[src/hw/rtl/oset_pkg.sv]
// shared types and constants for the one-shot event timer table
// command, result and status codes plus the controller/datapath interface structs
// depends on nothing
`default_nettype none

package oset_pkg;

	// default sizing
	localparam int ENTRIES_DEF    = 16;
	localparam int ID_BITS_DEF    = 8;
	localparam int COUNT_BITS_DEF = 16;

	// fixed field widths
	localparam int CMD_W    = 2;
	localparam int KIND_W   = 2;
	localparam int STATUS_W = 2;
	localparam int FIRED_W  = 8;

	// input commands
	localparam logic [CMD_W-1:0] CMD_SET    = 2'd0;
	localparam logic [CMD_W-1:0] CMD_UNSET  = 2'd1;
	localparam logic [CMD_W-1:0] CMD_TICK   = 2'd2;
	localparam logic [CMD_W-1:0] CMD_UNUSED = 2'd3;

	// result kinds
	localparam logic [KIND_W-1:0] KIND_SET_ACK   = 2'd0;
	localparam logic [KIND_W-1:0] KIND_UNSET_ACK = 2'd1;
	localparam logic [KIND_W-1:0] KIND_EXPIRED   = 2'd2;

	// result status
	localparam logic [STATUS_W-1:0] STAT_OK        = 2'd0;
	localparam logic [STATUS_W-1:0] STAT_FULL      = 2'd1;
	localparam logic [STATUS_W-1:0] STAT_NOT_FOUND = 2'd2;

	// what the output register loads
	typedef enum logic [1:0] {
		EMIT_NONE     = 2'd0,
		EMIT_ACK      = 2'd1,
		EMIT_EXP_MID  = 2'd2,
		EMIT_EXP_LAST = 2'd3
	} emit_t;

	// controller to datapath
	typedef struct packed {
		logic  capture;
		logic  rd_en;
		logic  wr_tick;
		logic  wr_set;
		logic  wr_unset;
		logic  alloc;
		logic  hit_set;
		logic  pend_load;
		logic  pend_clear;
		emit_t emit;
	} dp_ctl_t;

	// datapath to controller
	typedef struct packed {
		logic [CMD_W-1:0] cmd;
		logic             more;
		logic             match;
		logic             armed;
		logic             expire;
		logic             full;
		logic             hit;
		logic             pend_valid;
		logic             out_free;
	} dp_sts_t;

endpackage

`default_nettype wire

[src/hw/rtl/one_shot_event_timer_table.sv]
// top level of the one-shot event timer table
// joins the controller (oset_ctrl) and datapath (oset_dp); depends on oset_pkg
//
// usage:
// - input channel (in_valid/in_ready) takes one command transaction: cmd, event_id, duration.
//   set arms a timer for event_id, unset disarms it, tick advances every armed timer.
// - output channel (out_valid/out_ready) gives result transactions: kind, status,
//   fired_id and last. set and unset give exactly one result; a tick gives one result
//   per expired timer in slot order, last marking the final one; an unused command gives none.
// - one command at a time: in_ready is high only while the sequencer is idle.
//   the slot scan reads one slot per cycle through the single read port of the slot memory,
//   except while a tick waits for the output register; an unused command never leaves idle.
// - results leave through an output register, so the next command is taken while a
//   result still waits; a tick holds back one expiry until it knows whether it is the last.
// - when the receiver stalls, the scan pauses on the next expiry (or at the final
//   acknowledge or expiry) until the output register frees up; nothing is dropped.
// - reset (arst_n low) empties the table and the output register; the slot memory
//   itself is not cleared, slots beyond the used count are never read.
`default_nettype none

module one_shot_event_timer_table #(
	parameter int ENTRIES    = oset_pkg::ENTRIES_DEF,
	parameter int ID_BITS    = oset_pkg::ID_BITS_DEF,
	parameter int COUNT_BITS = oset_pkg::COUNT_BITS_DEF
) (
	input  wire logic                           clk,
	input  wire logic                           arst_n,
	// command channel
	input  wire logic                           in_valid,
	output logic                                in_ready,
	input  wire logic [oset_pkg::CMD_W-1:0]     cmd,
	input  wire logic [ID_BITS-1:0]             event_id,
	input  wire logic [COUNT_BITS-1:0]          duration,
	// result channel
	output logic                                out_valid,
	input  wire logic                           out_ready,
	output logic [oset_pkg::KIND_W-1:0]         kind,
	output logic [oset_pkg::STATUS_W-1:0]       status,
	output logic [oset_pkg::FIRED_W-1:0]        fired_id,
	output logic                                last
);

	// command and status between sequencer and datapath
	oset_pkg::dp_ctl_t ctl;
	oset_pkg::dp_sts_t sts;

	oset_ctrl u_ctrl (
		.clk      (clk),
		.arst_n   (arst_n),
		.in_valid (in_valid),
		.cmd      (cmd),
		.in_ready (in_ready),
		.sts      (sts),
		.ctl      (ctl)
	);

	oset_dp #(
		.ENTRIES    (ENTRIES),
		.ID_BITS    (ID_BITS),
		.COUNT_BITS (COUNT_BITS)
	) u_dp (
		.clk       (clk),
		.arst_n    (arst_n),
		.cmd       (cmd),
		.event_id  (event_id),
		.duration  (duration),
		.ctl       (ctl),
		.sts       (sts),
		.out_ready (out_ready),
		.out_valid (out_valid),
		.kind      (kind),
		.status    (status),
		.fired_id  (fired_id),
		.last      (last)
	);

	// a real command keeps the block busy in the following cycle
	a_busy_after_cmd: assert property (@(posedge clk) disable iff (!arst_n)
		(in_valid && in_ready && (cmd != oset_pkg::CMD_UNUSED)) |=> !in_ready)
		else $error("command accepted but block ready again at once");

	// at most one slot write per cycle
	a_single_write: assert property (@(posedge clk) disable iff (!arst_n)
		$onehot0({ctl.wr_tick, ctl.wr_set, ctl.wr_unset}))
		else $error("several slot writes in one cycle");

	// a result is loaded only into a free output register
	a_emit_free: assert property (@(posedge clk) disable iff (!arst_n)
		(ctl.emit != oset_pkg::EMIT_NONE) |-> sts.out_free)
		else $error("result overwrites one not yet taken");

	// a new slot is taken only while the table has room and the id is not already in it
	a_alloc_room: assert property (@(posedge clk) disable iff (!arst_n)
		ctl.alloc |-> (!sts.full && !sts.hit))
		else $error("slot allocated on a full table or on a known id");

endmodule

`default_nettype wire

[src/hw/rtl/oset_ctrl.sv]
// sequencing state machine of the one-shot event timer table
// drives the datapath by command struct, watches its status struct
// depends on oset_pkg
`default_nettype none

module oset_ctrl (
	input  wire logic                      clk,
	input  wire logic                      arst_n,
	input  wire logic                      in_valid,
	input  wire logic [oset_pkg::CMD_W-1:0] cmd,
	output logic                           in_ready,
	input  wire oset_pkg::dp_sts_t         sts,
	output oset_pkg::dp_ctl_t              ctl
);

	typedef enum logic [3:0] {
		S_IDLE = 4'b0001,
		S_RD   = 4'b0010,
		S_EVAL = 4'b0100,
		S_DONE = 4'b1000
	} state_t;

	state_t state_q;
	state_t state_nxt;

	assign in_ready = (state_q == S_IDLE);

	always_ff @(posedge clk or negedge arst_n) begin
		if (!arst_n) begin
			state_q <= S_IDLE;
		end else begin
			state_q <= state_nxt;
		end
	end

	always_comb begin
		ctl       = '0;
		ctl.emit  = oset_pkg::EMIT_NONE;
		state_nxt = state_q;
		unique case (state_q)
			S_IDLE: begin
				if (in_valid) begin
					ctl.capture = 1'b1;
					if (cmd != oset_pkg::CMD_UNUSED) begin
						state_nxt = S_RD;
					end
				end
			end
			S_RD: begin
				if (sts.more) begin
					ctl.rd_en = 1'b1;
					state_nxt = S_EVAL;
				end else begin
					state_nxt = S_DONE;
				end
			end
			S_EVAL: begin
				case (sts.cmd) inside
					oset_pkg::CMD_SET, oset_pkg::CMD_UNSET: begin
						// stop on the first match so the entry stays in the read register
						if (sts.match) begin
							ctl.hit_set = 1'b1;
							state_nxt   = S_DONE;
						end else if (sts.more) begin
							ctl.rd_en = 1'b1;
						end else begin
							state_nxt = S_DONE;
						end
					end
					oset_pkg::CMD_TICK: begin
						// hold while an older expiry cannot leave
						if (!(sts.armed && sts.expire && sts.pend_valid && !sts.out_free)) begin
							if (sts.armed) begin
								ctl.wr_tick = 1'b1;
								if (sts.expire) begin
									ctl.pend_load = 1'b1;
									if (sts.pend_valid) begin
										ctl.emit = oset_pkg::EMIT_EXP_MID;
									end
								end
							end
							if (sts.more) begin
								ctl.rd_en = 1'b1;
							end else begin
								state_nxt = S_DONE;
							end
						end
					end
					default: begin
						state_nxt = S_IDLE;
					end
				endcase
			end
			S_DONE: begin
				case (sts.cmd)
					oset_pkg::CMD_SET: begin
						if (sts.out_free) begin
							ctl.emit = oset_pkg::EMIT_ACK;
							if (sts.hit) begin
								ctl.wr_set = 1'b1;
							end else if (!sts.full) begin
								ctl.wr_set = 1'b1;
								ctl.alloc  = 1'b1;
							end
							state_nxt = S_IDLE;
						end
					end
					oset_pkg::CMD_UNSET: begin
						if (sts.out_free) begin
							ctl.emit     = oset_pkg::EMIT_ACK;
							ctl.wr_unset = sts.hit;
							state_nxt    = S_IDLE;
						end
					end
					oset_pkg::CMD_TICK: begin
						if (!sts.pend_valid) begin
							state_nxt = S_IDLE;
						end else if (sts.out_free) begin
							ctl.emit       = oset_pkg::EMIT_EXP_LAST;
							ctl.pend_clear = 1'b1;
							state_nxt      = S_IDLE;
						end
					end
					default: begin
						state_nxt = S_IDLE;
					end
				endcase
			end
			default: begin
				state_nxt = S_IDLE;
			end
		endcase
	end

endmodule

`default_nettype wire

[src/hw/rtl/oset_dp.sv]
// datapath of the one-shot event timer table: slot memory, scan index,
// pending expiry holder and output register
// depends on oset_pkg
`default_nettype none

module oset_dp #(
	parameter int ENTRIES    = oset_pkg::ENTRIES_DEF,
	parameter int ID_BITS    = oset_pkg::ID_BITS_DEF,
	parameter int COUNT_BITS = oset_pkg::COUNT_BITS_DEF
) (
	input  wire logic                           clk,
	input  wire logic                           arst_n,
	input  wire logic [oset_pkg::CMD_W-1:0]     cmd,
	input  wire logic [ID_BITS-1:0]             event_id,
	input  wire logic [COUNT_BITS-1:0]          duration,
	input  wire oset_pkg::dp_ctl_t              ctl,
	output oset_pkg::dp_sts_t                   sts,
	input  wire logic                           out_ready,
	output logic                                out_valid,
	output logic [oset_pkg::KIND_W-1:0]         kind,
	output logic [oset_pkg::STATUS_W-1:0]       status,
	output logic [oset_pkg::FIRED_W-1:0]        fired_id,
	output logic                                last
);

	localparam int IDX_W  = (ENTRIES > 1) ? $clog2(ENTRIES) : 1;
	localparam int CNT_W  = $clog2(ENTRIES + 1);
	localparam int WORD_W = ID_BITS + 2 * COUNT_BITS + 1;

	// slot word: id, count, limit, armed
	logic [WORD_W-1:0] mem [ENTRIES];
	logic [WORD_W-1:0] rdata_q;
	logic [IDX_W-1:0]  eidx_q;

	logic [CNT_W-1:0]  idx_q;
	logic [CNT_W-1:0]  used_q;
	logic              hit_q;

	logic [oset_pkg::CMD_W-1:0] cmd_q;
	logic [ID_BITS-1:0]         id_q;
	logic [COUNT_BITS-1:0]      dur_q;

	logic               pend_valid_q;
	logic [ID_BITS-1:0] pend_id_q;

	logic                          out_valid_q;
	logic [oset_pkg::KIND_W-1:0]   kind_q;
	logic [oset_pkg::STATUS_W-1:0] status_q;
	logic [oset_pkg::FIRED_W-1:0]  fired_q;
	logic                          last_q;

	logic [ID_BITS-1:0]    r_id;
	logic [COUNT_BITS-1:0] r_count;
	logic [COUNT_BITS-1:0] r_limit;
	logic                  r_armed;
	logic [COUNT_BITS-1:0] cnt_inc;
	logic                  expire;
	logic                  full;
	logic                  out_free;

	logic              wr_en;
	logic [IDX_W-1:0]  wr_addr;
	logic [WORD_W-1:0] wr_data;

	logic [ID_BITS+oset_pkg::FIRED_W-1:0] ack_ext;
	logic [ID_BITS+oset_pkg::FIRED_W-1:0] pend_ext;

	assign {r_id, r_count, r_limit, r_armed} = rdata_q;

	assign cnt_inc  = r_count + COUNT_BITS'(1);
	assign expire   = (cnt_inc == r_limit);
	assign full     = (used_q == CNT_W'(ENTRIES));
	assign out_free = !out_valid_q || out_ready;

	assign ack_ext  = {oset_pkg::FIRED_W'(0), id_q};
	assign pend_ext = {oset_pkg::FIRED_W'(0), pend_id_q};

	always_comb begin
		sts.cmd        = cmd_q;
		sts.more       = (idx_q < used_q);
		sts.match      = (r_id == id_q);
		sts.armed      = r_armed;
		sts.expire     = expire;
		sts.full       = full;
		sts.hit        = hit_q;
		sts.pend_valid = pend_valid_q;
		sts.out_free   = out_free;
	end

	// write-back selection
	always_comb begin
		wr_en   = ctl.wr_tick || ctl.wr_set || ctl.wr_unset;
		wr_addr = eidx_q;
		wr_data = {r_id, COUNT_BITS'(0), r_limit, 1'b0};
		if (ctl.wr_set) begin
			wr_data = {id_q, COUNT_BITS'(0), dur_q, 1'b1};
			if (!hit_q) begin
				wr_addr = used_q[IDX_W-1:0];
			end
		end else if (ctl.wr_tick) begin
			wr_data = {r_id, (expire ? COUNT_BITS'(0) : cnt_inc), r_limit, !expire};
		end
	end

	always_ff @(posedge clk) begin
		if (wr_en) begin
			mem[wr_addr] <= wr_data;
		end
		if (ctl.rd_en) begin
			rdata_q <= mem[idx_q[IDX_W-1:0]];
			eidx_q  <= idx_q[IDX_W-1:0];
		end
		if (ctl.capture) begin
			cmd_q <= cmd;
			id_q  <= event_id;
			dur_q <= duration;
		end
		if (ctl.pend_load) begin
			pend_id_q <= r_id;
		end
	end

	always_ff @(posedge clk or negedge arst_n) begin
		if (!arst_n) begin
			idx_q        <= '0;
			used_q       <= '0;
			hit_q        <= 1'b0;
			pend_valid_q <= 1'b0;
		end else begin
			if (ctl.capture) begin
				idx_q <= '0;
				hit_q <= 1'b0;
			end else begin
				if (ctl.rd_en) begin
					idx_q <= idx_q + CNT_W'(1);
				end
				if (ctl.hit_set) begin
					hit_q <= 1'b1;
				end
			end
			if (ctl.alloc) begin
				used_q <= used_q + CNT_W'(1);
			end
			if (ctl.pend_load) begin
				pend_valid_q <= 1'b1;
			end else if (ctl.pend_clear) begin
				pend_valid_q <= 1'b0;
			end
		end
	end

	// output register
	always_ff @(posedge clk or negedge arst_n) begin
		if (!arst_n) begin
			out_valid_q <= 1'b0;
		end else if (ctl.emit != oset_pkg::EMIT_NONE) begin
			out_valid_q <= 1'b1;
		end else if (out_ready) begin
			out_valid_q <= 1'b0;
		end
	end

	always_ff @(posedge clk) begin
		case (ctl.emit) inside
			oset_pkg::EMIT_ACK: begin
				last_q  <= 1'b1;
				fired_q <= ack_ext[oset_pkg::FIRED_W-1:0];
				if (cmd_q == oset_pkg::CMD_SET) begin
					kind_q   <= oset_pkg::KIND_SET_ACK;
					status_q <= (hit_q || !full) ? oset_pkg::STAT_OK : oset_pkg::STAT_FULL;
				end else begin
					kind_q   <= oset_pkg::KIND_UNSET_ACK;
					status_q <= hit_q ? oset_pkg::STAT_OK : oset_pkg::STAT_NOT_FOUND;
				end
			end
			oset_pkg::EMIT_EXP_MID, oset_pkg::EMIT_EXP_LAST: begin
				kind_q   <= oset_pkg::KIND_EXPIRED;
				status_q <= oset_pkg::STAT_OK;
				fired_q  <= pend_ext[oset_pkg::FIRED_W-1:0];
				last_q   <= (ctl.emit == oset_pkg::EMIT_EXP_LAST);
			end
			default: begin
			end
		endcase
	end

	assign out_valid = out_valid_q;
	assign kind      = kind_q;
	assign status    = status_q;
	assign fired_id  = fired_q;
	assign last      = last_q;

endmodule

`default_nettype wire
[config.mk]
export PLATFORM = sky130hd
export DESIGN_NAME = one_shot_event_timer_table
export DESIGN_NICKNAME = d
export VERILOG_FILES = /design/src/hw/rtl/oset_pkg.sv /design/src/hw/rtl/one_shot_event_timer_table.sv /design/src/hw/rtl/oset_ctrl.sv /design/src/hw/rtl/oset_dp.sv
export SDC_FILE = /design/constraint.sdc
export NUM_CORES = 1
export LEC_CHECK = 0
export ABC_AREA = 1
export BUFFER_PORTS_ARGS = -buffer_cell sky130_fd_sc_hd__buf_2
export CORE_MARGIN = 2
export CORE_UTILIZATION = 55
export CTS_BUF_LIST = sky130_fd_sc_hd__clkbuf_8
export CTS_CLUSTER_SIZE = 30
export DETAILED_ROUTE_END_ITERATION = 10
export HOLD_SLACK_MARGIN = 0.1
export PLACE_DENSITY = 0.7
export SLEW_MARGIN = 20
export SYNTH_ARGS = -nofsm -noshare
export SYNTH_HDL_FRONTEND = slang
export SYNTH_SLANG_ARGS = --single-unit
[constraint.sdc]
create_clock -name clk -period 5.4 [get_ports clk]
set_input_delay 0.54 -clock clk [delete_from_list [all_inputs] [get_ports clk]]
set_output_delay 0.54 -clock clk [all_outputs]
set_load 0.02 [all_outputs]
# == After elaboration in Yosys (flattened, before gate mapping) ==
# Memories as Yosys holds them, arrays and structs flattened. A register that Yosys moved wholly into a read port is not among the register bits.
# Index checks and enable logic that the tools add are counted.
# word_totals
register_bits,68
input_bits,30
memories,1
ram_bits,656
elab_cells,137
# op_classes
n_addsub,3
n_reduce_logical,21
n_mux,80
n_lt_le_gt_ge,1
n_eq_ne,16
# memory_table
memory,words,word_bits,rd,rd_clocked_by_memory_dff,write_ports,line,rtl
u_dp.mem,16,41,1,1,1,oset_dp.sv:31,logic [WORD_W-1:0] mem [ENTRIES];
# op_table
cell,count
two-way mux 4 bit,12
two-way mux 41 bit,1
two-way mux 1 bit,39
two-way mux 33 bit,1
two-way mux 2 bit,14
adder 16 x 1 -> 16 bit (second input constant),1
equality test 16 bit,1
two-way mux 16 bit,1
two-way mux 8 bit,2
one-hot mux 4 bit (4 select lines),1
nonzero test 2 bit,6
adder 5 x 1 -> 5 bit (second input constant),2
two-way mux 5 bit,2
two-way mux 3 bit,3
equality test 8 bit,1
one-hot mux 2 bit (2 select lines),2
one-hot mux 4 bit (2 select lines),1
equality test 2 bit (second input constant),3
equality test 5 bit (second input constant),1
< comparator 5 bit,1
equality test 2 x 1 -> 1 bit (second input constant),2
equality test 4 x 1 -> 1 bit (second input constant),1
equality test 4 x 2 -> 1 bit (second input constant),1
equality test 4 x 3 -> 1 bit (second input constant),1
11 further kinds,21

# == Logic depth before layout (Yosys ltp) ==
# Gate-level depths: netlist of the first run.
# logic_depth
ltp_word,13
mapped_depth,19
depth_no_buf,19

# == Modules after synthesis ==
# Synthesis of the first run repeated with hierarchy kept, for this count alone.
# hier_totals
hier_cells,2396
hier_area_um2,30596.8
# modules_own_cells
mod,n_inst,area_each_um2,seq_area_each_um2,cells_per_inst
oset_dp,1,30123.9,22776.8,2312
oset_ctrl,1,473.0,101.3,84

# == Worst setup path before layout of the first run ==
# OpenSTA, ideal clock, no wires.
# synth_timing
kind,input to register
start,input out_ready
end,memory u_dp.mem[0][0] (netlist bit) (enable)
path_stages,10
t_required_ps,4910
setup_time_ps,490
path_slack_ps,383
t_arrival_ps,4526
path_cell_list,nor2_1 nor2_1 nand4_1 buf_2 nand2_1 o21ai_0 inv_1 nor2_1 inv_1 nor3_1
# synth_between
elab_chain_cells,11
elab_cells_between_ends,17
# synth_rtl
item,line,rtl
"start, declared",one_shot_event_timer_table.sv:36,"input wire logic out_ready,"
logical OR 1 bit *,oset_dp.sv:73,assign out_free = !out_valid_q || out_ready;
logical NOT 1 bit,oset_ctrl.sv:72,if (!(sts.armed && sts.expire && sts.pend_valid && !sts.out_free)) begin
logical AND 1 bit,oset_ctrl.sv:72,
two-way mux 2 bit,oset_ctrl.sv:72,
two-way mux 1 bit (2 in a row),oset_ctrl.sv:58,case (sts.cmd) inside
two-way mux 1 bit,oset_ctrl.sv:40,unique case (state_q)
logical OR 1 bit (2 in a row),oset_dp.sv:92,wr_en = ctl.wr_tick || ctl.wr_set || ctl.wr_unset;
two-way mux 1 bit,oset_dp.sv:106,if (wr_en) begin
two-way mux 1 bit (not written as such),oset_dp.sv:107,mem[wr_addr] <= wr_data;
"end, declared",oset_dp.sv:31,
# Every way passes the cells marked *; elsewhere a longest branch is shown, timed or not.

# == Worst setup path in the final report of the first run ==
# layout_timing
start,register u_dp.rdata_q[17] (read register of u_dp.mem)
end,memory u_dp.mem[10][7] (netlist bit) (enable)
# layout_between
elab_chain_cells,13
# layout_rtl
item,line,rtl
"start, declared",oset_dp.sv:32,logic [WORD_W-1:0] rdata_q;
adder 16 x 1 -> 16 bit,oset_dp.sv:70,assign cnt_inc = r_count + COUNT_BITS'(1);
equality test 16 bit,oset_dp.sv:71,assign expire = (cnt_inc == r_limit);
logical AND 1 bit (3 in a row),oset_ctrl.sv:72,
two-way mux 2 bit,oset_ctrl.sv:72,
two-way mux 1 bit (2 in a row),oset_ctrl.sv:58,
two-way mux 1 bit,oset_ctrl.sv:40,
logical OR 1 bit (2 in a row),oset_dp.sv:92,
two-way mux 1 bit,oset_dp.sv:106,
two-way mux 1 bit (not written as such),oset_dp.sv:107,
# Every way passes these cells.

==> results of run 1 <==
## worst min-delay path: stages
cell and delay [ns]:
sky130_fd_sc_hd__buf_2 0.07, sky130_fd_sc_hd__nor2_1 0.10, sky130_fd_sc_hd__nand3_1 0.11, sky130_fd_sc_hd__a31oi_1 0.07
## final cells by class
| class | count | share of cell area |
|---|---|---|
| clock buffer | 119 | 0.0476 |
| clock inverter | 100 | 0.0159 |
| inverter | 92 | 0.0103 |
| multi-input combinational | 1297 | 0.208 |
| sequential | 765 | 0.666 |
| tap | 748 | 0.0272 |
| timing repair buffer | 108 | 0.0249 |
## kinds of logic (layout without fill, tap and decap cells)
group | Yosys count | in the layout | synth area share
DFF | 765 | 765 | 0.745
adders and majority gates | 8 | 8 | 0.00326
AOI/OAI and AO/OA | 382 | 382 | 0.0843
muxes | 77 | 77 | 0.0255
and+or+nand+nor | 813 | 813 | 0.109
buffers and inverters | 222 | 419 | 0.0278
xor gates and xnor gates | 17 | 17 | 0.00534
## routing by layer
metal | vias up | global-route usage
li1 | 8693 | -
met1 | 9505 | 0.350
met2 | 811 | 0.388
met3 | 124 | 0.0447
met4 | 2 | 0.0791
met5 | - | 0
## state kept, by name (all words and copies together), names as in the netlist, 4 cells and up
| name | count |
|---|---|
| u_dp.idx_q | 5 |
| u_dp.dur_q | 16 |
| u_dp.fired_id | 8 |
| u_dp.pend_id_q | 8 |
| u_ctrl.state_q | 4 |
| u_dp.eidx_q | 4 |
| u_dp.used_q | 5 |
| u_dp.mem | 656 |
| u_dp.id_q | 8 |
| u_dp.rdata_q | 41 |
## worst max-delay path by stage
stage                        to  slack (ns)  cells after the start               from
2_1_floorplan    u_dp.mem[0][0]        0.38                     10          out_ready
3_3_place_gp   u_dp.mem[15][30]        1.77                     11  u_ctrl.state_q[1]
3_5_place_dp   u_dp.mem[10][21]        1.60                     18   u_dp.rdata_q[17]
4_1_cts         u_dp.mem[10][7]        1.54                     18   u_dp.rdata_q[17]
5_1_grt        u_dp.mem[13][14]        1.23                     10  u_ctrl.state_q[1]
6_report        u_dp.mem[10][7]        1.48                     18   u_dp.rdata_q[17]
## timing repair
action / in CTS / in global routing
resized for setup: 0 / 0
hold endpoints to repair: 43 / 0
hold buffers: 27 / 0
## stage by stage
| step | utilization | worst slack (ns) | cell area [µm²] | hold WS (ns) |
|---|---|---|---|---|
| after floorplan | - | 0.383 | 30700 | 0.244 |
| after CTS | 0.622 | 1.54 | 34300 | 0.155 |
| after global routing | 0.623 | 1.23 | 34400 | 0.202 |
| after global placement | 0.577 | 1.77 | 31900 | 0.424 |
| after detailed placement | 0.577 | 1.60 | 31900 | 0.438 |
| final | 0.623 | 1.48 | 34400 | 0.221 |
## cells in the final DEF, fill, tap and decap left out, types with 21 or more instances in the layout
| cell | instances |
|---|---|
| sky130_fd_sc_hd__o32ai_1 | 97 |
| sky130_fd_sc_hd__clkinv_1 | 38 |
| sky130_fd_sc_hd__nand2_1 | 220 |
| sky130_fd_sc_hd__inv_1 | 121 |
| sky130_fd_sc_hd__o221ai_1 | 68 |
| sky130_fd_sc_hd__edfxtp_1 | 747 |
| sky130_fd_sc_hd__o21ai_0 | 173 |
| sky130_fd_sc_hd__clkbuf_8 | 119 |
| sky130_fd_sc_hd__buf_4 | 30 |
| sky130_fd_sc_hd__dlygate4sd3_1 | 27 |
| sky130_fd_sc_hd__nor2_1 | 416 |
| sky130_fd_sc_hd__nand3_1 | 115 |
| sky130_fd_sc_hd__nor2_4 | 21 |
| sky130_fd_sc_hd__mux2i_1 | 67 |
| sky130_fd_sc_hd__buf_2 | 44 |
## power breakdown
part | internal (W) | leakage, nW | switching (W)
logic | 0.00119 | 3.58 | 0.00252
clock network | 0.00228 | 1.25 | 0.00218
registers | 0.00694 | 7.60 | 0.000308
==> insert_results.sql, run 1 <==
INSERT INTO impl_metrics (metric_group, metric, value, unit) VALUES
('run_status', 'status', 'finished, final reports clean', ''),
('detailed_routing', 'route.vias.total', '19100', ''),
('final_layout', 'filler_cell_count', '4090', ''),
('setup_path', 'cp_slowest_stage_delay', '0.69', 'ns'),
('sta', 'setup_violations', '0', ''),
('synth', 'synth_most_common_cell', 'sky130_fd_sc_hd__edfxtp_1', ''),
('floorplan', 'io_pins', '45', ''),
('sta', 'rsz_0062_raised_after_global_routing', 'false', ''),
('final_layout', 'nNetsFinal', '2419', ''),
('setup_path', 'setup.reg_to_reg.worst_slack', '1.48', 'ns'),
('setup_path', 'cp_data_arrival_time', '4.27', 'ns'),
('floorplan', 'fp.dieH', '240', 'µm'),
('synth', 'ys.flop_type', 'sky130_fd_sc_hd__edfxtp_1', ''),
('final_layout', 'number_of_cells_in_the_finished_layout_apart_from_fillers', '3229', ''),
('setup_path', 'timing.critical_path.required', '5.75', 'ns'),
('setup_path', 'worstSetupStartpointType', 'register', ''),
('detailed_routing', 'wl_met3', '5.80', 'mm'),
('setup_path', 'timing.critical_path.cells', 'ha_1, nand2_2, nor2_4, nand3_1, nand2_1, nand3_1, nand2_1, inv_1, nand2_1, nor2_1, nand2_1, nor2_4, nand3_2, nand2_2, nand3_2, nand2_1, nor2_4, buf_4', ''),
('final_layout', 'drive_gt1_frac', '0.120', ''),
('detailed_routing', 'post_drt_via_cell_ratio', '5.93', ''),
('worst_hold_path', 'holdCritPathClass', 'in2reg', ''),
('clock_network', 'clock_tree.root_cell', 'sky130_fd_sc_hd__clkbuf_8', ''),
('clock_network', 'cts_setup_buffers', '0', ''),
('detailed_routing', 'met2RoutedLength', '32.6', 'mm'),
('worst_hold_path', 'capture_endpoint_of_the_worst_hold_path', 'u_ctrl.state_q[3]', ''),
('detailed_routing', 'drcViolationCount', '0', ''),
('sta', 'timing_hold_violations_final', '0', ''),
('detailed_routing', 'm1WireLength', '30.1', 'mm'),
('placement', 'dp.final_hpwl', '38.7', 'mm'),
('floorplan', 'core-area', '0.0552', 'mm²'),
('setup_path', 'cp_max_fo', '21', ''),
('detailed_routing', 'routed.top_layer', 'met5', ''),
('synth', 'netlist_top_cells_count', 'sky130_fd_sc_hd__edfxtp_1, sky130_fd_sc_hd__nor2_1, sky130_fd_sc_hd__nand2_1', ''),
('sta', 'slew-limit-headroom', '0.217', ''),
('setup_path', 'worstSetupPathType', 'reg2reg', ''),
('setup_path', 'crit_path_top_delay_cell', 'sky130_fd_sc_hd__nor2_4', ''),
('synth', 'avgSynthCellArea', '13.4', 'µm²'),
('synth', 'ys_async_sr_fraction', '0.0222', ''),
('sta', 'fin_crit_sh', '0.725', ''),
('detailed_routing', 'dr.first_iter.drc_count', '2446', ''),
('synth', 'netlist_instances', '2284', ''),
('detailed_routing', 'routed_wirelength', '70.1', 'mm'),
('setup_path', 'reg2reg_depth', '18', ''),
('setup_path', 'critPathMostFrequentCell', 'sky130_fd_sc_hd__nand2_1', ''),
('final_layout', 'num_antenna_cells', '0', ''),
('global_route', 'grt_pass1_vias', '18700', ''),
('floorplan', 'dieArea', '0.0578', 'mm²'),
('clock_network', 'cts.path.max_buffers', '3', ''),
('synth', 'synth_top_area_share', '0.730', ''),
('power', 'vdd_drop_max', '0.000517', 'V'),
('sta', 'setup_total_negative_slack', '0', 'ns'),
('setup_path', 'critical_path.reg2reg.startpoint', 'u_dp.rdata_q[17]', ''),
('power', 'power-per-cell-area', '448', 'mW/mm²'),
('global_route', 'grt_pass1_wl', '107', 'mm'),
('placement', 'portBuffers', '44', ''),
('clock_network', 'cts_buffers', '117', ''),
('worst_hold_path', 'hold_depth', '4', ''),
('worst_hold_path', 'hp-start', 'out_ready', ''),
('global_route', 'grt_max_degree', '186', ''),
('setup_path', 'worst_setup_path_end_kind', 'register', ''),
('detailed_routing', 'drtAntennaViolNets', '0', ''),
('setup_path', 'worst_r2r_endpoint', 'u_dp.mem[10][7]', ''),
('synth', 'number_of_distinct_library_cells_after_synthesis', '42', ''),
('job', 'cap_violations', '0', ''),
('sta', 'worst_clock_skew', '0.0371', 'ns'),
('synth', 'synth_edf_count', '747', ''),
('synth', 'cell_area_after_synthesis', '0.0307', 'mm²'),
('global_route', 'globalRoute.totalOverflow', '0', ''),
('power', 'totalPowerFinal', '0.0154', 'W'),
('sta', 'final-max-slew-violation-count', '0', ''),
('sta', 'final.min_clock_period', '3.92', 'ns');
Power figures use the tool's default switching activity.
==> inputs of run 2 (changes only) <==
==> constraint.sdc (replaced) <==
create_clock -name clk -period 3.7 [get_ports clk]
set_input_delay 0.37 -clock clk [delete_from_list [all_inputs] [get_ports clk]]
set_output_delay 0.37 -clock clk [all_outputs]
set_load 0.02 [all_outputs]
==> insert_results.sql, run 2 (synthesized netlist as in run 1, its figures left out) <==
INSERT INTO impl_metrics (metric_group, metric, value, unit) VALUES
('final_layout', 'nNetsFinal', '2496', ''),
('sta', 'setup_violations', '0', ''),
('final_layout', 'drive_gt1_frac', '0.138', ''),
('worst_hold_path', 'hold_depth', '2', ''),
('clock_network', 'cts.clk_slew.worst_paths', '0.06', 'ns'),
('final_layout', 'final_core_utilization', '0.634', ''),
('sta', 'final-max-slew-violation-count', '0', ''),
('detailed_routing', 'route.vias.total', '19500', ''),
('power', 'power_switching_share', '0.330', ''),
('final_layout', 'filler_cell_count', '4037', ''),
('sta', 'max_slew.worst_pin.slew', '1.01', 'ns'),
('floorplan', 'core-area', '0.0552', 'mm²'),
('clock_network', 'cts.path.max_buffers', '3', ''),
('setup_path', 'worstSetupStartpointType', 'register', ''),
('sta', 'timing_hold_violations_final', '0', ''),
('clock_network', 'cts-htree-levels', '3', ''),
('placement', 'post_place_cell_area', '0.0323', 'mm²'),
('floorplan', 'chipWidth', '240', 'µm'),
('power', 'clock_power_share', '0.280', ''),
('power', 'total_leakage_power', '12.8', 'nW'),
('sta', 'fin_hold_ws', '0.351', 'ns'),
('floorplan', 'initial_utilization', '0.556', ''),
('power', 'power-per-cell-area', '645', 'mW/mm²'),
('sta', 'fin_crit_sh', '0.941', ''),
('placement', 'pre_cts_worst_setup_slack', '0.00558', 'ns'),
('detailed_routing', 'drcViolationCount', '0', ''),
('sta', 'setup_total_negative_slack', '0', 'ns'),
('detailed_routing', 'detail_route.first_pass.iterations', '6', ''),
('placement', 'gp_congestion', '0.900', ''),
('final_layout', 'top_regs', 'u_dp.mem: 656 flops, u_dp.rdata_q: 41 flops, u_dp.dur_q: 16 flops', ''),
('clock_network', 'cts_buffers', '117', ''),
('placement', 'portBuffers', '44', ''),
('setup_path', 'reg2reg_depth', '17', ''),
('worst_hold_path', 'hp-start', 'duration[0]', ''),
('sta', 'max_clock_freq', '287', 'MHz'),
('sta', 'rsz_0062_raised_after_global_routing', 'true', ''),
('power', 'vdd_drop_max', '0.000535', 'V'),
('job', 'cap_violations', '0', ''),
('global_route', 'globalRoute.totalOverflow', '0', ''),
('setup_path', 'cp_max_fo', '10', ''),
('final_layout', 'final-seq-area', '0.0229', 'mm²'),
('detailed_routing', 'dr.first_iter.drc_count', '2223', ''),
('final_layout', 'layout.cells.most_common', 'sky130_fd_sc_hd__edfxtp_1', ''),
('detailed_routing', 'routed_wirelength', '74.0', 'mm'),
('sta', 'worst_clock_skew', '0.0400', 'ns'),
('global_route', 'grt_util_all_layers', '0.255', ''),
('floorplan', 'fp.dieH', '240', 'µm'),
('setup_path', 'critical_path.reg2reg.startpoint', 'u_dp.rdata_q[17]', ''),
('floorplan', 'dieArea', '0.0578', 'mm²'),
('placement', 'dp.final_hpwl', '41.4', 'mm'),
('power', 'combinationalPowerShare', '0.261', ''),
('worst_hold_path', 'holdCritPathClass', 'in2reg', ''),
('clock_network', 'clock_tree.root_cell', 'sky130_fd_sc_hd__clkbuf_8', ''),
('power', 'internal-power', '0.0151', 'W'),
('final_layout', 'largest_reg_flops', '656', ''),
('clock_network', 'worst_skew_pair.late_latency', '0.73', 'ns'),
('floorplan', 'rows', '86', ''),
('sta', 'final.min_clock_period', '3.48', 'ns'),
('global_route', 'grt_max_degree', '212', ''),
('setup_path', 'timing.critical_path.required', '4.04', 'ns'),
('detailed_routing', 'post_drt_via_cell_ratio', '5.93', ''),
('clock_network', 'cts.sink_count', '765', ''),
('power', 'flop_pwr_share', '0.459', ''),
('final_layout', 'max_flop_register', 'u_dp.mem', ''),
('setup_path', 'worstSetupPathType', 'reg2reg', ''),
('detailed_routing', 'wl_per_cell', '22.5', 'µm'),
('sta', 'slew-limit-headroom', '0.324', ''),
('global_route', 'antenna_found_initial', '1', ''),
('detailed_routing', 'drtAntennaViolNets', '0', ''),
('setup_path', 'cp_data_arrival_time', '3.83', 'ns'),
('setup_path', 'worst_setup_path_end_kind', 'register', ''),
('clock_network', 'cts_tree', 'done', ''),
('global_route', 'grt_pass1_wl', '111', 'mm'),
('run_status', 'status', 'finished, final reports clean', ''),
('power', 'p_switching', '0.00746', 'W'),
('final_layout', 'layout_area_overhead', '14.0', '%'),
('final_layout', 'layout.cell_area.non_filler', '0.0350', 'mm²'),
('final_layout', 'final_cell_mix', 'sky130_fd_sc_hd__edfxtp_1, sky130_fd_sc_hd__nor2_1, sky130_fd_sc_hd__nand2_1', ''),
('sta', 'post-route-worst-setup-slack', '0.218', 'ns'),
('global_route', 'grt_pass1_vias', '19100', ''),
('floorplan', 'io_pins', '45', ''),
('final_layout', 'multi_input_comb_area', '0.00719', 'mm²'),
('setup_path', 'setup.worst_path.start', 'u_dp.rdata_q[17]', '');
[run 2: cell count changes in the layout (fill, tap and decap cells not counted), sizes merged]
cell | previous run | this run
buf | 81 | 149
clkinv | 53 | 42
nor2 | 439 | 444
dlygate4sd3 | 27 | 31
inv | 128 | 132
clkinvlp | 6 | 3
bufinv | 5 | 3
clkbuf | 119 | 120
diode | 0 | 1
[run 2: metrics by stage]
stage	cells	power [W]
final	3296	0.0226
after global routing	3296	0.0236
after global placement	3022	0.0162
after detailed placement	3023	0.0163
after floorplan	2284	0.0144
after CTS	3262	0.0226
[run 2: critical path, cell delays in order, from the launching register on]
cell and delay, ns:
sky130_fd_sc_hd__edfxtp_1 0.46, sky130_fd_sc_hd__ha_2 0.25, sky130_fd_sc_hd__nand2_2 0.08, sky130_fd_sc_hd__nor2_4 0.21, sky130_fd_sc_hd__nand4_1 0.20, sky130_fd_sc_hd__nand2_1 0.12, sky130_fd_sc_hd__nand2_1 0.06, sky130_fd_sc_hd__nand2_1 0.06
sky130_fd_sc_hd__inv_1 0.04, sky130_fd_sc_hd__nand2_1 0.07, sky130_fd_sc_hd__nor2_1 0.06, sky130_fd_sc_hd__nand2_1 0.10, sky130_fd_sc_hd__nor2_4 0.06, sky130_fd_sc_hd__nand3_2 0.06, sky130_fd_sc_hd__nand2_2 0.06, sky130_fd_sc_hd__nand3_2 0.11
sky130_fd_sc_hd__nand2_1 0.28, sky130_fd_sc_hd__nor2_2 0.80
[run 2: cell type report]
type / instances / share of cell area
antenna: 1 / 0.0000715
clock buffer: 120 / 0.0472
clock inverter: 88 / 0.0124
inverter: 92 / 0.0101
multi-input combinational: 1302 / 0.205
sequential: 765 / 0.654
tap: 748 / 0.0267
timing repair buffer: 180 / 0.0443
[run 2: repair_timing]
| item | in CTS | in global routing |
|---|---|---|
| setup endpoints to repair | 18 | 285 |
| hold buffers | 31 | 0 |
| gates cloned | 0 | 5 |
| pin swaps | 0 | 8 |
| buffers inserted | 0 | 27 |
| endpoints found under the hold margin | 46 | 0 |
| resized for setup | 1 | 8 |
[run 2: power groups by stage]
stage               registers, W  logic, W  clock network (W)
floorplan                 0.0104   0.00403                  0
global placement          0.0105   0.00565                  0
detailed placement        0.0105   0.00578                  0
CTS                       0.0104   0.00584            0.00639
global route              0.0104   0.00646            0.00678
finish                    0.0104   0.00590            0.00632
[run 2: layer usage]
layer | vias to the layer above | track usage | share of wire
li1 | 8830 | - | -
met1 | 9720 | 0.362 | 0.42
met2 | 875 | 0.407 | 0.48
met3 | 118 | 0.0365 | 0.073
met4 | 0 | 0.0911 | 0.026
met5 | - | 0 | 0
[run 2: path summary, 6_finish.rpt]
kind                                     end  slack (ns)
setup / recovery             u_dp.mem[7][31]        0.22
hold / removal                 u_dp.dur_q[0]        0.35
setup reg to reg             u_dp.mem[7][31]        0.22
hold reg to reg                    u_dp.last        0.46
max in group asynchronous      u_dp.idx_q[0]        1.75
min in group asynchronous  u_ctrl.state_q[0]        0.69
==> inputs of run 3 (changes only) <==
--- a/config.mk
+++ b/config.mk
@@ -13,7 +13,7 @@
 export CTS_CLUSTER_SIZE = 30
 export DETAILED_ROUTE_END_ITERATION = 10
 export HOLD_SLACK_MARGIN = 0.1
-export PLACE_DENSITY = 0.7
+export PLACE_DENSITY = 0.71
 export SLEW_MARGIN = 20
 export SYNTH_ARGS = -nofsm -noshare
 export SYNTH_HDL_FRONTEND = slang
==> insert_results.sql, run 3 (synthesized netlist as in run 1, its figures left out) <==
INSERT INTO impl_metrics (metric_group, metric, value, unit) VALUES
('run_status', 'status', 'finished, final reports clean', ''),
('floorplan', 'rows', '86', ''),
('detailed_routing', 'wl_per_cell', '22.3', 'µm'),
('placement', 'post_place_cell_area', '0.0323', 'mm²'),
('final_layout', 'layout_area_overhead', '13.2', '%'),
('clock_network', 'post_cts_resize_count', '0', ''),
('global_route', 'grt_pass1_vias', '19000', ''),
('placement', 'pre_cts_worst_setup_slack', '0.306', 'ns'),
('floorplan', 'io_pins', '45', ''),
('clock_network', 'cts.clk_slew.worst_paths', '0.06', 'ns'),
('setup_path', 'setup.reg_to_reg.worst_slack', '0.23', 'ns'),
('final_layout', 'final_cell_mix', 'sky130_fd_sc_hd__edfxtp_1, sky130_fd_sc_hd__nor2_1, sky130_fd_sc_hd__nand2_1', ''),
('final_layout', 'top_regs', 'u_dp.mem: 656 flops, u_dp.rdata_q: 41 flops, u_dp.dur_q: 16 flops', ''),
('worst_hold_path', 'hp-start', 'duration[1]', ''),
('power', 'power-per-cell-area', '655', 'mW/mm²'),
('sta', 'setup_violations', '0', ''),
('worst_hold_path', 'holdCritPathClass', 'in2reg', ''),
('placement', 'portBuffers', '44', ''),
('sta', 'final-max-slew-violation-count', '0', ''),
('detailed_routing', 'dr.first_iter.drc_count', '2243', ''),
('clock_network', 'cts-htree-levels', '3', ''),
('clock_network', 'cts.path.max_buffers', '3', ''),
('setup_path', 'worstSetupStartpointType', 'register', ''),
('setup_path', 'worst_setup_path_end_kind', 'register', ''),
('final_layout', 'largest_reg_flops', '656', ''),
('global_route', 'grt_util_all_layers', '0.255', ''),
('floorplan', 'fp.dieH', '240', 'µm'),
('final_layout', 'nNetsFinal', '2461', ''),
('global_route', 'antenna_found_initial', '0', ''),
('setup_path', 'cp_max_fo', '24', ''),
('placement', 'dp.final_hpwl', '41.9', 'mm'),
('final_layout', 'num_antenna_cells', '0', ''),
('final_layout', 'layout.cells.most_common', 'sky130_fd_sc_hd__edfxtp_1', ''),
('floorplan', 'dieArea', '0.0578', 'mm²'),
('detailed_routing', 'drcViolationCount', '0', ''),
('power', 'total_leakage_power', '12.7', 'nW'),
('clock_network', 'cts_tree', 'done', ''),
('sta', 'post-route-worst-setup-slack', '0.233', 'ns'),
('setup_path', 'critical_path.reg2reg.startpoint', 'u_dp.rdata_q[17]', ''),
('clock_network', 'worst_skew_pair.late_latency', '0.74', 'ns'),
('worst_hold_path', 'capture_endpoint_of_the_worst_hold_path', 'u_dp.dur_q[1]', ''),
('sta', 'fin_crit_sh', '0.937', ''),
('global_route', 'grt_max_degree', '181', ''),
('placement', 'gp_congestion', '0.864', ''),
('clock_network', 'clock_tree.root_cell', 'sky130_fd_sc_hd__clkbuf_8', ''),
('detailed_routing', 'drtAntennaViolNets', '0', ''),
('detailed_routing', 'routed_wirelength', '72.7', 'mm'),
('global_route', 'grt_pass1_wl', '111', 'mm'),
('final_layout', 'layout.cell_area.non_filler', '0.0348', 'mm²'),
('setup_path', 'reg2reg_depth', '18', ''),
('power', 'vdd_drop_max', '0.000910', 'V'),
('sta', 'worst_clock_skew', '0.0488', 'ns'),
('final_layout', 'max_flop_register', 'u_dp.mem', ''),
('setup_path', 'timing.critical_path.required', '4.10', 'ns'),
('sta', 'slew-limit-headroom', '0.288', ''),
('sta', 'fin_hold_ws', '0.348', 'ns'),
('floorplan', 'chipWidth', '240', 'µm'),
('setup_path', 'cp_data_arrival_time', '3.86', 'ns'),
('detailed_routing', 'route.vias.total', '19500', ''),
('final_layout', 'drive_gt1_frac', '0.128', ''),
('placement', 'dp_cells', '3021', ''),
('floorplan', 'initial_utilization', '0.556', ''),
('sta', 'timing_hold_violations_final', '0', ''),
('clock_network', 'cts_buffers', '117', ''),
('clock_network', 'cts.sink_count', '765', ''),
('final_layout', 'number_of_cells_in_the_finished_layout_apart_from_fillers', '3257', ''),
('sta', 'rsz_0062_raised_after_global_routing', 'false', ''),
('sta', 'max_clock_freq', '288', 'MHz'),
('sta', 'max_slew.worst_pin.slew', '1.07', 'ns'),
('sta', 'final.min_clock_period', '3.47', 'ns'),
('worst_hold_path', 'hold_depth', '2', ''),
('final_layout', 'filler_cell_count', '4006', ''),
('setup_path', 'worstSetupPathType', 'reg2reg', ''),
('detailed_routing', 'detail_route.first_pass.iterations', '6', ''),
('setup_path', 'worst_r2r_endpoint', 'u_dp.mem[11][25]', ''),
('job', 'cap_violations', '0', ''),
('floorplan', 'core-area', '0.0552', 'mm²'),
('detailed_routing', 'post_drt_via_cell_ratio', '5.99', ''),
('global_route', 'globalRoute.totalOverflow', '0', '');
==> run 3: cell count changes in the layout (fill, tap and decap cells not counted), moves of 3 or more <==
cell / delta
sky130_fd_sc_hd__clkbuf_8: +8
sky130_fd_sc_hd__buf_4: -29
sky130_fd_sc_hd__nor2_4: -3
sky130_fd_sc_hd__clkinv_1: -10
sky130_fd_sc_hd__inv_1: -3
sky130_fd_sc_hd__a21oi_2: -3
sky130_fd_sc_hd__a21oi_1: +3
==> run 3: routing by layer <==
metal / GRT usage / part of all wire / vias to the layer above
met1: 0.349 / 0.42 / 9709
met4: 0.0964 / 0.034 / 0
met5: 0 / 0 / -
li1: - / - / 8760
met2: 0.414 / 0.48 / 864
met3: 0.0421 / 0.069 / 176
==> run 3: worst max path at each step <==
stage	from	endpoint	slack, ns	cells after the start
finish	u_dp.rdata_q[17]	u_dp.mem[11][25]	0.23	18
global route	u_dp.rdata_q[17]	u_dp.mem[11][25]	0.007	18
CTS	u_dp.rdata_q[17]	u_dp.mem[11][25]	0.26	18
detailed placement	u_dp.rdata_q[17]	u_dp.mem[11][11]	0.31	18
global placement	u_dp.rdata_q[17]	u_dp.mem[9][8]	0.34	18
floorplan	u_dp.rdata_q[17]	u_dp.mem[10][0]	-0.20	17
==> run 3: through the flow <==
| stage | total power (W) | utilization | setup TNS, ns |
|---|---|---|---|
| 2_1_floorplan | 0.0144 | - | -74.96 |
| 3_3_place_gp | 0.0163 | 0.585 | 0 |
| 3_5_place_dp | 0.0164 | 0.585 | 0 |
| 4_1_cts | 0.0229 | 0.630 | 0 |
| 5_1_grt | 0.0238 | 0.630 | 0 |
| 6_report | 0.0228 | 0.630 | 0 |
==> run 3: report_power, final <==
part / leakage (nW) / internal (W) / switching (W)
registers: 7.60 / 0.0101 / 0.000208
logic: 3.84 / 0.00183 / 0.00415
clock network: 1.26 / 0.00330 / 0.00316
==> run 3: timing repair <==
item | in CTS | in global routing
endpoints found under the hold margin | 55 | 0
hold buffers | 31 | 0
buffers inserted | 0 | 0
==> run 3: worst max-delay path, cell delays in order (launching register included) <==
cell                       delay [ns]
sky130_fd_sc_hd__edfxtp_1        0.43
sky130_fd_sc_hd__ha_1            0.24
sky130_fd_sc_hd__nand2_2         0.10
sky130_fd_sc_hd__nor2_4          0.21
sky130_fd_sc_hd__nand4_1         0.15
sky130_fd_sc_hd__nand2_1         0.12
sky130_fd_sc_hd__nand2_1         0.06
sky130_fd_sc_hd__nand2_1         0.06
sky130_fd_sc_hd__inv_1           0.04
sky130_fd_sc_hd__nand2_1         0.04
sky130_fd_sc_hd__nor2_1          0.04
sky130_fd_sc_hd__nand2_1         0.12
sky130_fd_sc_hd__nor2_4          0.09
sky130_fd_sc_hd__nand3_2         0.07
sky130_fd_sc_hd__nand2_2         0.09
sky130_fd_sc_hd__nand3_2         0.11
sky130_fd_sc_hd__nand2_1         0.24
sky130_fd_sc_hd__nor2_4          0.61
sky130_fd_sc_hd__buf_12          0.27
==> run 3: cell type report <==
| class | count | area, µm² | share of cell area |
|---|---|---|---|
| Timing Repair Buffer | 150 | 1310 | 0.0376 |
| Tap cell | 748 | 936 | 0.0269 |
| Sequential cell | 765 | 22900 | 0.658 |
| Inverter | 92 | 353 | 0.0101 |
| Multi-Input combinational cell | 1297 | 7130 | 0.205 |
| Clock inverter | 77 | 390 | 0.0112 |
| Clock buffer | 128 | 1760 | 0.0507 |
